### src/sv/urpe_pkg.sv
`default_nettype none
package urpe_pkg;
  localparam int unsigned LogFrac = 16;
  localparam int unsigned DbPerLog2Q16 = 197283;
  localparam int unsigned RegRate = 0;
  localparam int unsigned RegPrf = 1;
  localparam int unsigned CfgIdxW = 1;

  typedef struct packed {
    logic [15:0] cir;
    logic [33:0] sumsq;
    logic [11:0] n;
    logic        prf;
    logic        zero;
  } urpe_item_t;
endpackage
`default_nettype wire

### src/sv/uwb_rx_power_estimator.sv
`default_nettype none
// uwb receive power estimator
// input channel: push/full; a transaction carries one frame's diagnostics
// (cir growth, three first-path amplitudes, preamble and non-saturated counts)
// result channel: empty/pop; total and first-path power in dB with
// DB_FRAC_BITS fraction bits, and valid_res_o low when any term was zero
// config channel: cfg_valid/cfg_ready, index 0 data rate 110k, index 1 prf 64m;
// cfg_ready is always high, write only while idle
// from push to result on empty an item passes 2 front stages, a 2-entry
// queue and 3 back stages; one item per cycle sustained while pop is high
// reset: all stages empty, rate 110k off, prf 64m on
// when pop stays low the result holds, stages fill, queue fills, then full
// rises; nothing is dropped
module uwb_rx_power_estimator
  import urpe_pkg::*;
#(
  parameter int unsigned LOG_TABLE_BITS = 8,
  parameter int unsigned DB_FRAC_BITS = 8
) (
  input  wire logic        clk_i,
  input  wire logic        rst_ni,
  input  wire logic        push,
  output logic             full,
  input  wire logic [15:0] cir_growth_i,
  input  wire logic [15:0] first_amp_one_i,
  input  wire logic [15:0] first_amp_two_i,
  input  wire logic [15:0] first_amp_three_i,
  input  wire logic [11:0] preamble_count_i,
  input  wire logic [11:0] preamble_nonsat_i,
  output logic             empty,
  input  wire logic        pop,
  output logic signed [16:0] total_power_o,
  output logic signed [16:0] path_power_o,
  output logic             valid_res_o,
  input  wire logic        cfg_valid,
  output logic             cfg_ready,
  input  wire logic [CfgIdxW-1:0] cfg_index_i,
  input  wire logic        cfg_data_i
);
  logic rate_q, prf_q;
  logic f_vld, f_rdy, b_vld, b_rdy;
  urpe_item_t f_item, b_item;

  assign cfg_ready = 1'b1;
  always_ff @(posedge clk_i or negedge rst_ni) begin
    if (!rst_ni) begin
      rate_q <= 1'b0;
      prf_q <= 1'b1;
    end else if (cfg_valid) begin
      if (cfg_index_i == CfgIdxW'(RegRate)) rate_q <= cfg_data_i;
      if (cfg_index_i == CfgIdxW'(RegPrf)) prf_q <= cfg_data_i;
    end
  end

  urpe_front u_front (
    .clk_i, .rst_ni, .push, .full,
    .cir_growth_i, .first_amp_one_i, .first_amp_two_i, .first_amp_three_i,
    .preamble_count_i, .preamble_nonsat_i,
    .rate_is_110k_i(rate_q), .prf_is_64m_i(prf_q),
    .item_valid_o(f_vld), .item_ready_i(f_rdy), .item_o(f_item)
  );

  urpe_queue u_queue (
    .clk_i, .rst_ni,
    .wr_valid_i(f_vld), .wr_ready_o(f_rdy), .wr_data_i(f_item),
    .rd_valid_o(b_vld), .rd_ready_i(b_rdy), .rd_data_o(b_item)
  );

  urpe_back #(.LOG_TABLE_BITS(LOG_TABLE_BITS), .DB_FRAC_BITS(DB_FRAC_BITS)) u_back (
    .clk_i, .rst_ni,
    .item_valid_i(b_vld), .item_ready_o(b_rdy), .item_i(b_item),
    .empty, .pop, .total_power_o, .path_power_o, .valid_res_o
  );
endmodule
`default_nettype wire

### src/sv/urpe_front.sv
`default_nettype none
module urpe_front
  import urpe_pkg::*;
(
  input  wire logic        clk_i,
  input  wire logic        rst_ni,
  input  wire logic        push,
  output logic             full,
  input  wire logic [15:0] cir_growth_i,
  input  wire logic [15:0] first_amp_one_i,
  input  wire logic [15:0] first_amp_two_i,
  input  wire logic [15:0] first_amp_three_i,
  input  wire logic [11:0] preamble_count_i,
  input  wire logic [11:0] preamble_nonsat_i,
  input  wire logic        rate_is_110k_i,
  input  wire logic        prf_is_64m_i,
  output logic             item_valid_o,
  input  wire logic        item_ready_i,
  output urpe_item_t       item_o
);
  logic       s1_vld_q, s1_vld_d;
  logic [31:0] sq1_q, sq2_q, sq3_q;
  logic [15:0] cir_q;
  logic [11:0] n_q;
  logic       prf_q;
  logic [11:0] sfd, n_d;
  logic       s2_vld_q;
  urpe_item_t s2_q;
  logic       s1_go, s2_ld;
  logic [33:0] sum;

  assign sfd = rate_is_110k_i ? 12'd64 : 12'd8;
  always_comb begin
    n_d = preamble_count_i;
    if (preamble_count_i == preamble_nonsat_i) begin
      n_d = (preamble_count_i >= sfd) ? preamble_count_i - sfd : sfd - preamble_count_i;
    end
  end
  assign s2_ld = !s2_vld_q || item_ready_i;
  assign s1_go = !s1_vld_q || s2_ld;
  assign full = !s1_go;
  assign s1_vld_d = s1_go ? push : s1_vld_q;
  assign sum = {2'b0, sq1_q} + {2'b0, sq2_q} + {2'b0, sq3_q};

  always_ff @(posedge clk_i or negedge rst_ni) begin
    if (!rst_ni) begin
      s1_vld_q <= 1'b0;
      s2_vld_q <= 1'b0;
    end else begin
      s1_vld_q <= s1_vld_d;
      if (s2_ld) s2_vld_q <= s1_vld_q;
    end
  end

  always_ff @(posedge clk_i) begin
    if (s1_go && push) begin
      sq1_q <= first_amp_one_i * first_amp_one_i;
      sq2_q <= first_amp_two_i * first_amp_two_i;
      sq3_q <= first_amp_three_i * first_amp_three_i;
      cir_q <= cir_growth_i;
      n_q   <= n_d;
      prf_q <= prf_is_64m_i;
    end
    if (s2_ld && s1_vld_q) begin
      s2_q.cir   <= cir_q;
      s2_q.sumsq <= sum;
      s2_q.n     <= n_q;
      s2_q.prf   <= prf_q;
      s2_q.zero  <= (cir_q == 16'd0) || (sum == 34'd0) || (n_q == 12'd0);
    end
  end
  assign item_valid_o = s2_vld_q;
  assign item_o = s2_q;

  assert property (@(posedge clk_i) disable iff (!rst_ni)
    s2_vld_q && !item_ready_i |=> s2_vld_q && $stable(s2_q))
    else $error("front item lost under stall");
  assert property (@(posedge clk_i) disable iff (!rst_ni)
    push && !full |=> s1_vld_q)
    else $error("accepted transaction not captured");
  assert property (@(posedge clk_i) disable iff (!rst_ni)
    s1_vld_q && !s1_go |=> s1_vld_q && $stable(n_q))
    else $error("stage one changed while held");
endmodule
`default_nettype wire

### src/sv/urpe_queue.sv
`default_nettype none
module urpe_queue
  import urpe_pkg::*;
(
  input  wire logic clk_i,
  input  wire logic rst_ni,
  input  wire logic wr_valid_i,
  output logic      wr_ready_o,
  input  urpe_item_t wr_data_i,
  output logic      rd_valid_o,
  input  wire logic rd_ready_i,
  output urpe_item_t rd_data_o
);
  urpe_item_t mem_q [2];
  logic       wp_q, rp_q;
  logic [1:0] cnt_q;
  logic       wr, rd;

  assign wr_ready_o = cnt_q != 2'd2;
  assign rd_valid_o = cnt_q != 2'd0;
  assign wr = wr_valid_i && wr_ready_o;
  assign rd = rd_valid_o && rd_ready_i;
  assign rd_data_o = mem_q[rp_q];

  always_ff @(posedge clk_i or negedge rst_ni) begin
    if (!rst_ni) begin
      wp_q <= 1'b0;
      rp_q <= 1'b0;
      cnt_q <= 2'd0;
    end else begin
      if (wr) wp_q <= !wp_q;
      if (rd) rp_q <= !rp_q;
      cnt_q <= cnt_q + {1'b0, wr} - {1'b0, rd};
    end
  end
  always_ff @(posedge clk_i) begin
    if (wr) mem_q[wp_q] <= wr_data_i;
  end

  assert property (@(posedge clk_i) disable iff (!rst_ni) cnt_q != 2'd3)
    else $error("queue count overflow");
  assert property (@(posedge clk_i) disable iff (!rst_ni)
    wr && !rd |=> cnt_q == $past(cnt_q) + 2'd1)
    else $error("queue count mismatch");
  assert property (@(posedge clk_i) disable iff (!rst_ni)
    (wp_q == rp_q) |-> (cnt_q == 2'd0 || cnt_q == 2'd2))
    else $error("queue pointers inconsistent");
endmodule
`default_nettype wire

### src/sv/urpe_back.sv
`default_nettype none
module urpe_back
  import urpe_pkg::*;
#(
  parameter int unsigned LOG_TABLE_BITS = 8,
  parameter int unsigned DB_FRAC_BITS = 8
) (
  input  wire logic        clk_i,
  input  wire logic        rst_ni,
  input  wire logic        item_valid_i,
  output logic             item_ready_o,
  input  urpe_item_t       item_i,
  output logic             empty,
  input  wire logic        pop,
  output logic signed [16:0] total_power_o,
  output logic signed [16:0] path_power_o,
  output logic             valid_res_o
);
  localparam int unsigned Shift = 2 * LogFrac - DB_FRAC_BITS;
  localparam longint CorrHi = ((64'sd12174 <<< DB_FRAC_BITS) + 64'sd50) / 64'sd100;
  localparam longint CorrLo = ((64'sd11377 <<< DB_FRAC_BITS) + 64'sd50) / 64'sd100;
  localparam int unsigned Entries = 1 << LOG_TABLE_BITS;

  function automatic logic [15:0] frac_rom(input int unsigned m);
    logic [63:0] y;
    logic [15:0] f;
    y = (64'(Entries) + 64'(m)) << (30 - LOG_TABLE_BITS);
    f = '0;
    for (int i = 0; i < LogFrac; i++) begin
      y = (y * y) >> 30;
      f = {f[14:0], 1'b0};
      if (y >= (64'd1 << 31)) begin
        f[0] = 1'b1;
        y = y >> 1;
      end
    end
    return f;
  endfunction

  logic [15:0] rom [Entries];
  for (genvar g = 0; g < Entries; g++) begin : g_rom
    assign rom[g] = frac_rom(g);
  end

  function automatic logic [5:0] lead(input logic [33:0] x);
    logic [5:0] p;
    p = '0;
    for (int i = 0; i < 34; i++) begin
      if (x[i]) p = 6'(i);
    end
    return p;
  endfunction

  function automatic logic [LOG_TABLE_BITS-1:0] mant(input logic [33:0] x,
                                                  input logic [5:0] p);
    logic [33+LOG_TABLE_BITS:0] w;
    w = {x, {LOG_TABLE_BITS{1'b0}}} >> p;
    return w[LOG_TABLE_BITS-1:0];
  endfunction

  // stage a: log2 of the three terms
  logic        a_vld_q, b_vld_q, c_vld_q;
  logic        a_go, b_go, c_go;
  logic signed [24:0] lc_q, ls_q, ln_q;
  logic        a_zero_q, a_prf_q, b_zero_q, b_prf_q;
  logic [5:0]  pc, ps, pn;
  logic signed [25:0] lvt_d, lvp_d;
  logic signed [25:0] lvt_q, lvp_q;
  logic signed [51:0] pt_q, pp_q;
  logic signed [16:0] ot_d, op_d;

  assign pc = lead({18'd0, item_i.cir});
  assign ps = lead(item_i.sumsq);
  assign pn = lead({22'd0, item_i.n});

  assign c_go = !c_vld_q || pop;
  assign b_go = !b_vld_q || c_go;
  assign a_go = !a_vld_q || b_go;
  assign item_ready_o = a_go;
  assign empty = !c_vld_q;

  always_ff @(posedge clk_i or negedge rst_ni) begin
    if (!rst_ni) begin
      a_vld_q <= 1'b0;
      b_vld_q <= 1'b0;
      c_vld_q <= 1'b0;
    end else begin
      if (a_go) a_vld_q <= item_valid_i;
      if (b_go) b_vld_q <= a_vld_q;
      if (c_go) c_vld_q <= b_vld_q;
    end
  end

  assign lvt_d = 26'(lc_q) + 26'(17 << LogFrac) - 26'(ln_q) - 26'(ln_q);
  assign lvp_d = 26'(ls_q) - 26'(ln_q) - 26'(ln_q);

  function automatic logic signed [16:0] to_db(input logic signed [51:0] prod,
                                               input logic prf);
    logic [51:0] mag, r;
    logic signed [53:0] db;
    mag = prod[51] ? 52'(-prod) : prod;
    r = (mag + (52'd1 << (Shift - 1))) >> Shift;
    db = prod[51] ? -$signed({2'b0, r}) : $signed({2'b0, r});
    db = db - (prf ? 54'(CorrHi) : 54'(CorrLo));
    if (db > 54'sd65535) db = 54'sd65535;
    if (db < -54'sd65536) db = -54'sd65536;
    return db[16:0];
  endfunction

  assign ot_d = b_zero_q ? '0 : to_db(pt_q, b_prf_q);
  assign op_d = b_zero_q ? '0 : to_db(pp_q, b_prf_q);

  always_ff @(posedge clk_i) begin
    if (a_go && item_valid_i) begin
      lc_q <= $signed({1'b0, pc, 18'd0} >> 2) + $signed({9'd0, rom[mant({18'd0, item_i.cir}, pc)]});
      ls_q <= $signed({1'b0, ps, 18'd0} >> 2) + $signed({9'd0, rom[mant(item_i.sumsq, ps)]});
      ln_q <= $signed({1'b0, pn, 18'd0} >> 2) + $signed({9'd0, rom[mant({22'd0, item_i.n}, pn)]});
      a_zero_q <= item_i.zero;
      a_prf_q <= item_i.prf;
    end
    if (b_go && a_vld_q) begin
      pt_q <= 52'(lvt_d) * $signed(52'(DbPerLog2Q16));
      pp_q <= 52'(lvp_d) * $signed(52'(DbPerLog2Q16));
      b_zero_q <= a_zero_q;
      b_prf_q <= a_prf_q;
    end
    if (c_go && b_vld_q) begin
      total_power_o <= ot_d;
      path_power_o <= op_d;
      valid_res_o <= !b_zero_q;
    end
  end

  assert property (@(posedge clk_i) disable iff (!rst_ni)
    c_vld_q && !pop |=> c_vld_q && $stable(total_power_o))
    else $error("result changed while waiting");
  assert property (@(posedge clk_i) disable iff (!rst_ni)
    c_vld_q && !valid_res_o |-> total_power_o == 17'sd0 && path_power_o == 17'sd0)
    else $error("invalid result not zero");
  assert property (@(posedge clk_i) disable iff (!rst_ni)
    b_vld_q && !c_go |=> b_vld_q)
    else $error("stage b dropped");
endmodule
`default_nettype wire

### config.mk
export PLATFORM = sky130hd
export DESIGN_NAME = uwb_rx_power_estimator
export DESIGN_NICKNAME = d
export VERILOG_FILES = /design/src/sv/urpe_pkg.sv /design/src/sv/uwb_rx_power_estimator.sv /design/src/sv/urpe_front.sv /design/src/sv/urpe_queue.sv /design/src/sv/urpe_back.sv
export SDC_FILE = /design/constraint.sdc
export NUM_CORES = 2
export LEC_CHECK = 0
export BUFFER_PORTS_ARGS = -buffer_cell sky130_fd_sc_hd__buf_2
export CORE_MARGIN = 2
export CORE_UTILIZATION = 45
export CTS_CLUSTER_DIAMETER = 100
export DETAILED_ROUTE_END_ITERATION = 6
export REMOVE_ABC_BUFFERS = 1
export SYNTH_ARGS = -nofsm -noshare
export SYNTH_HDL_FRONTEND = slang
export SYNTH_SLANG_ARGS = --single-unit
export TNS_END_PERCENT = 1
### constraint.sdc
create_clock -name clk_i -period 9.3 [get_ports clk_i]
set_input_delay 2.325 -clock clk_i [delete_from_list [all_inputs] [get_ports clk_i]]
set_output_delay 2.325 -clock clk_i [all_outputs]
set_load 0.005 [all_outputs]
# [Word level (Yosys, flattened, before mapping)]
# Memory sizes are Yosys's and may differ from the RTL's.
# Cells that the tools add are included.
[op_classes] n_addsub=22 mul=5 magnitude_cmp=8 n_eq_ne=2 shift=3 n_mux=79 bitwise_logic=4 n_reduce_logical=30
[ops] op="two-way mux 54 bit" count=4
[ops] op="greater-than comparator 54 x 17 -> 1 bit (second input constant)" count=2
[ops] op="< comparator 54 x 17 -> 1 bit (second input constant)" count=2
[ops] op="negator 28 -> 54 bit" count=2
[ops] op="subtractor 54 bit" count=2
[ops] op="adder 52 x 24 -> 52 bit (second input constant)" count=2
[ops] op="two-way mux 52 bit" count=2
[ops] op="negator 52 bit" count=2
[ops] op="multiplier 16 x 16 -> 32 bit" count=3
[ops] op="two-way mux 16 bit" count=6
[ops] op="two-way mux 6 bit" count=16
[ops] op="multiplier 26 x 19 -> 45 bit (second input constant)" count=2
[ops] op="two-way mux 5 bit" count=16
[ops] op="two-way mux 4 bit" count=12
[ops] op="adder 22 x 16 -> 23 bit" count=2
[ops] op="right shift 42 x 6 -> 8 bit" count=1
[ops] op="two-way mux 12 bit" count=3
[ops] op="adder 34 x 32 -> 34 bit" count=1
[ops] op="zero test 34 bit" count=1
[ops] op="two-way mux 17 bit" count=2
[ops] op="adder 32 x 32 -> 33 bit" count=1
[ops] op="greater-or-equal comparator 9 bit (second input constant)" count=3
[ops] op="inverter 8 -> 9 bit" count=3
[ops] op="subtractor 26 x 22 -> 26 bit" count=1
[ops] op="other kinds (26)" count=62
[totals] register_bits=410 ramBits=128 rom_bits=12288 in_bits=95 out_inout_bits=38 wordCells=192 n_memories=4
[mem_list] name="(name not given)" depth=256 word_bits=16 read_ports=1 rd_clocked_by_memory_dff=0 wr=0 line_no="urpe_back.sv:115" rtl="lc_q <= $signed({1'b0, pc, 18'd0} >> 2) + $signed({9'd0, rom[mant({18'd0, item_i.cir}, pc)]});"
[mem_list] name="(name not given)" depth=256 word_bits=16 read_ports=1 rd_clocked_by_memory_dff=0 wr=0 line_no="urpe_back.sv:116" rtl="ls_q <= $signed({1'b0, ps, 18'd0} >> 2) + $signed({9'd0, rom[mant(item_i.sumsq, ps)]});"
[mem_list] name="(name not given)" depth=256 word_bits=16 read_ports=1 rd_clocked_by_memory_dff=0 wr=0 line_no="urpe_back.sv:117" rtl="ln_q <= $signed({1'b0, pn, 18'd0} >> 2) + $signed({9'd0, rom[mant({22'd0, item_i.n}, pn)]});"
[mem_list] name="u_queue.mem_q" depth=2 word_bits=64 read_ports=1 rd_clocked_by_memory_dff=0 wr=1 line_no="urpe_queue.sv:14" rtl="urpe_item_t mem_q [2];"

# [Depth between registers and ports, before layout]
# An unclocked memory read counts as a cell.
[depth] ltp_word=40 depth_mapped=46 depth_no_buf=46

# [Hierarchy]
# From an unflattened synthesis, not the netlist that was laid out.
[unflattened] hier_cells=9227 hier_area_um2=81175.4
[modules_own_cells] mod="urpe_back" instances=1 cells_per_inst=5929 area_per_inst_um2=45862.7 seq_area_each_um2=5780.5
[modules_own_cells] mod="urpe_front" instances=1 cells_per_inst=3069 area_per_inst_um2=30367.9 seq_area_each_um2=5635.4
[modules_own_cells] mod="urpe_queue" instances=1 cells_per_inst=221 area_per_inst_um2=4845.9 seq_area_each_um2=3943.8
[modules_own_cells] mod="uwb_rx_power_estimator" instances=1 cells_per_inst=8 area_per_inst_um2=98.8 seq_area_each_um2=51.3

# [Worst setup path before layout]
# Ideal clock, no wire load.
[synth_timing] kind="register to register" startpoint="reg u_back.ln_q[0]" endpoint="reg u_back.pt_q[41], data pin" setup_ns=0.259 arrival_ns=9.792 required_time_ns=9.041 setup_slack_ns=-0.750 stages_incl_launch_ff=40 path_buffers=2 synth_period_minus_slack_ns=10.050 cell_sequence="edfxtp_1 > ha_1 > inv_1 > ha_1 > inv_1 > fa_1 > nor2b_1 > o21ai_0 > a21boi_0 > o21ai_0 > a21boi_0 > o21ai_0 > a21oi_1 > o21ai_0 > o21a_1 > a21oi_1 > a21oi_1 > xnor2_1 > [... 4 more ...] > clkbuf_1 > clkbuf_1 > nand2_1 > fa_1 > ha_1 > fa_1 > fa_1 > fa_1 > ha_1 > a21o_1 > a2111oi_0 > o22ai_1 > o21a_1 > o41a_1 > o41ai_1 > o2111ai_1 > a21oi_1 > xnor2_1"
[synth_via] elab_chain_len=3
[synth_rtl] element="start, declared" line_no="urpe_back.sv:64" rtl="logic signed [24:0] lc_q, ls_q, ln_q;"
[synth_rtl] element="start signal, assigned" line_no="urpe_back.sv:117"
[synth_rtl] element="subtractor 24 x 21 -> 25 bit" line_no="urpe_back.sv:94" rtl="assign lvt_d = 26'(lc_q) + 26'(17 << LogFrac) - 26'(ln_q) - 26'(ln_q);"
[synth_rtl] element="subtractor 26 x 22 -> 26 bit *" line_no="urpe_back.sv:94"
[synth_rtl] element="multiplier 26 x 19 -> 45 bit *" line_no="urpe_back.sv:122" rtl="pt_q <= 52'(lvt_d) * $signed(52'(DbPerLog2Q16));"
[synth_rtl] element="end signal, assigned" line_no="urpe_back.sv:122"
[synth_rtl] element="end, declared" line_no="urpe_back.sv:69" rtl="logic signed [51:0] pt_q, pp_q;"
# Mark *: on every way between the ends. The rest lies on a longest branch, timed or not.
# A chain may end at the register's enable or synchronous reset.

# [Worst setup path in the final report]
[layout_timing] startpoint="reg u_back.ln_q[2]" endpoint="reg u_back.pt_q[41], data pin"
# The elaborated chain is that of the path after synthesis.

==> impl_metrics.yaml <==
timing:
  setup_viol: 1
  fin_crit_ps: 9320
  slew_headroom: 0.130
  worst_slack_ps: -20.8
  hold_violations: 0
  grt_setup_unrepaired: "yes"
  timing.final.crit_share: 1.00
  slew_viol_final: 0
  skew_ps: 95.7
  worst_slew_pin_slew_ps: 1300
  fmax_ghz: 0.107
worst_setup_path:
  r2r_end: "u_back.pt_q[41]"
  cp_slowest_stage_delay_ps: 600
  arrival_ps: 9810
  critical_path_required_ps: 9790
  r2r_start: "u_back.ln_q[2]"
  end_kind: "flop"
  crit_buf_inv: 6
  crit_fanout: 3
  cpMaxStageDelayCell: "fa_2"
  cp_top_family: "adder cells"
  path_class: "reg2reg"
  startpoint: "u_back.ln_q[2]"
  r2r_slack_ps: -20
  reg2regPathDepth: 40
  worstSetupStartpointType: "flop"
final_layout:
  layout-drive-gt1-share: 0.121
  final_util: 0.506
  syn_to_final_growth_pct: 11.5
  fin_nets: 11200
  fillers: 16700
  layout.cells.non_filler: 11800
run:
  drv_cap: 0
logic_synthesis:
  synth-seq-area-share: 0.190
  synth_edf_count: 505
  yosys_warnings: 0
  synthesis.area_um2: 81300
  synth_area_per_cell_um2: 8.95
  synth-seq-cells: 516
  synth.distinct_cells: 122
  ys.flop_type: "edfxtp_1"
  syn_inst: 9083
  async_reset_ff_frac: 0.0213
floorplan:
  die_area_um2: 184000
  pin_count: 133
  die_h_um: 429
  core_um2: 179000
  die-width_um: 429
  row_count: 155
  initial_core_util: 0.454
routing:
  top_layer: "met5"
  drc_errors: 2
  wire_per_inst_um: 21.3
  final_antenna_net_count: 0
  met1Wirelength_mm: 102
  num_vias: 70600
  dr.pass1.iters: 7
  drt_wl_total_mm: 252
  wl_met2_mm: 119
  routed_via_density: 5.97
  met3_length_mm: 16.8
  drt_iter0_markers: 6565
hold_path:
  holdPathStages: 0
  min-delay-start: "u_front.prf_q"
  holdCritPathClass: "reg2reg"
  holdPathEnd: "u_front.item_o[1]"
global_routing:
  grt-ovfl-total: 0
  grt_max_degree: 91
  antenna_found_initial: 5
  track_usage: 0.267
  grt_pass1_wl_mm: 396
  grt_pass1_vias: 71200
cts:
  htree_levels: 2
  clock_latency_ps: 740
  clk_pin_slew_worst_paths_ps: 60
  clockBufferDepth: 3
  ctsHoldBuffers: 0
  ctsRootBufferMaster: "clkbuf_16"
  cts_inserted_buffers: 61
  clock_sinks: 516
  tritoncts: "yes"
status:
  failed_checks: "DRC, setup timing"
  outcome: "finished, violations left"
placed_design:
  dpl.hpwl_mm: 197
  place_congestion: 1.00
  port_buffers: 131
  numPlacedInstances: 11700
==> through the flow <==
step                      hold WS, ps  setup TNS [ps]  cell area [um2]  setup slack, ps
after floorplan                   400         -267400            79500            -9030
after global placement            404           -3850            87800             -590
after detailed placement          424           -5980            87800             -674
after CTS                         439            -116            90200            -46.8
after global routing              447           -5460            90600             -518
final                             432           -20.8            90600            -20.8
==> worst max path at each step <==
stage | to | slack [ps] | cells past startpoint
final | u_back.pt_q[41] | -20 | 40
after detailed placement | u_back.pt_q[41] | -670 | 42
after global placement | u_back.pt_q[41] | -590 | 42
after global routing | u_back.pt_q[41] | -520 | 43
after floorplan | u_back.lc_q[4] | -9030 | 13
after CTS | u_back.pt_q[41] | -50 | 43
==> layer usage <==
| metal | vias to the layer above | GRT usage |
|---|---|---|
| met5 | - | 0 |
| met4 | 6 | 0.134 |
| met3 | 739 | 0.0346 |
| met2 | 2912 | 0.450 |
| met1 | 34100 | 0.338 |
| li1 | 32900 | - |
==> Yosys cell counts (60+ instances only) <==
master	instances	area, um2
a21o_1	91	683
buf_1	66	248
fa_1	719	14400
o211ai_1	112	841
nor3_1	253	1270
o31ai_1	60	450
nand2_1	624	2340
and2_1	206	1290
xnor2_1	331	2900
a21oi_1	519	2600
a31oi_1	97	607
inv_1	1182	4440
o21ai_0	396	1980
edfxtp_1	505	15200
or3_1	63	394
clkbuf_1	314	1180
nor2_1	569	2140
mux2i_1	128	1280
and3_1	79	494
nand3_1	197	986
o21a_1	73	548
nand2b_1	60	375
ha_1	957	12000
a211oi_1	132	991
xor2_1	138	1210
==> placed cells by master, fill, tap and decap left out, types with 131 or more instances in the layout <==
cell / instances
a21oi_1: 498
and2_1: 202
buf_2: 131
buf_4: 594
edfxtp_1: 505
fa_1: 714
ha_1: 950
inv_1: 1177
nand2_1: 620
nand3_1: 197
nor2_1: 565
nor3_1: 248
o21ai_0: 374
xnor2_1: 326
xor2_1: 134
==> final cells by class <==
class / count / area, um2 / area share
antenna: 1 / 2.50 / 0.0000276
clock buffer: 67 / 1550 / 0.0171
clock inverter: 48 / 666 / 0.00735
inverter: 1194 / 4480 / 0.0495
multi-input combinational: 6924 / 60200 / 0.665
sequential: 516 / 15400 / 0.170
tap: 2355 / 2950 / 0.0325
timing repair buffer: 734 / 5290 / 0.0583
==> kinds of logic after synthesis <==
family / share of synthesized area
and+or+nand+nor: 0.142
DFF: 0.190
adders and majority gates: 0.325
AOI/OAI and AO/OA: 0.187
xor gates and xnor gates: 0.0523
muxes: 0.0266
other: 0.0000461
buffers and inverters: 0.0774
==> state kept, by name, summed over array words and instances, names as in the netlist, 20 cells and up <==
| register | cells |
|---|---|
| u_back.lc_q | 20 |
| u_back.ln_q | 20 |
| u_back.ls_q | 22 |
| u_back.pp_q | 45 |
| u_back.pt_q | 45 |
| u_front.item_o | 64 |
| u_front.sq1_q | 31 |
| u_front.sq2_q | 31 |
| u_front.sq3_q | 31 |
| u_queue.mem_q | 128 |
==> what timing repair did <==
action	4_1_cts	5_1_grt
setup endpoints to repair	17	29
buffers inserted	10	13
gates cloned	0	0
gates resized for setup	45	70
pin swaps	27	46
Power is not shown: default switching activity piles up to over one toggle a cycle in this logic, so the estimate is an artifact.
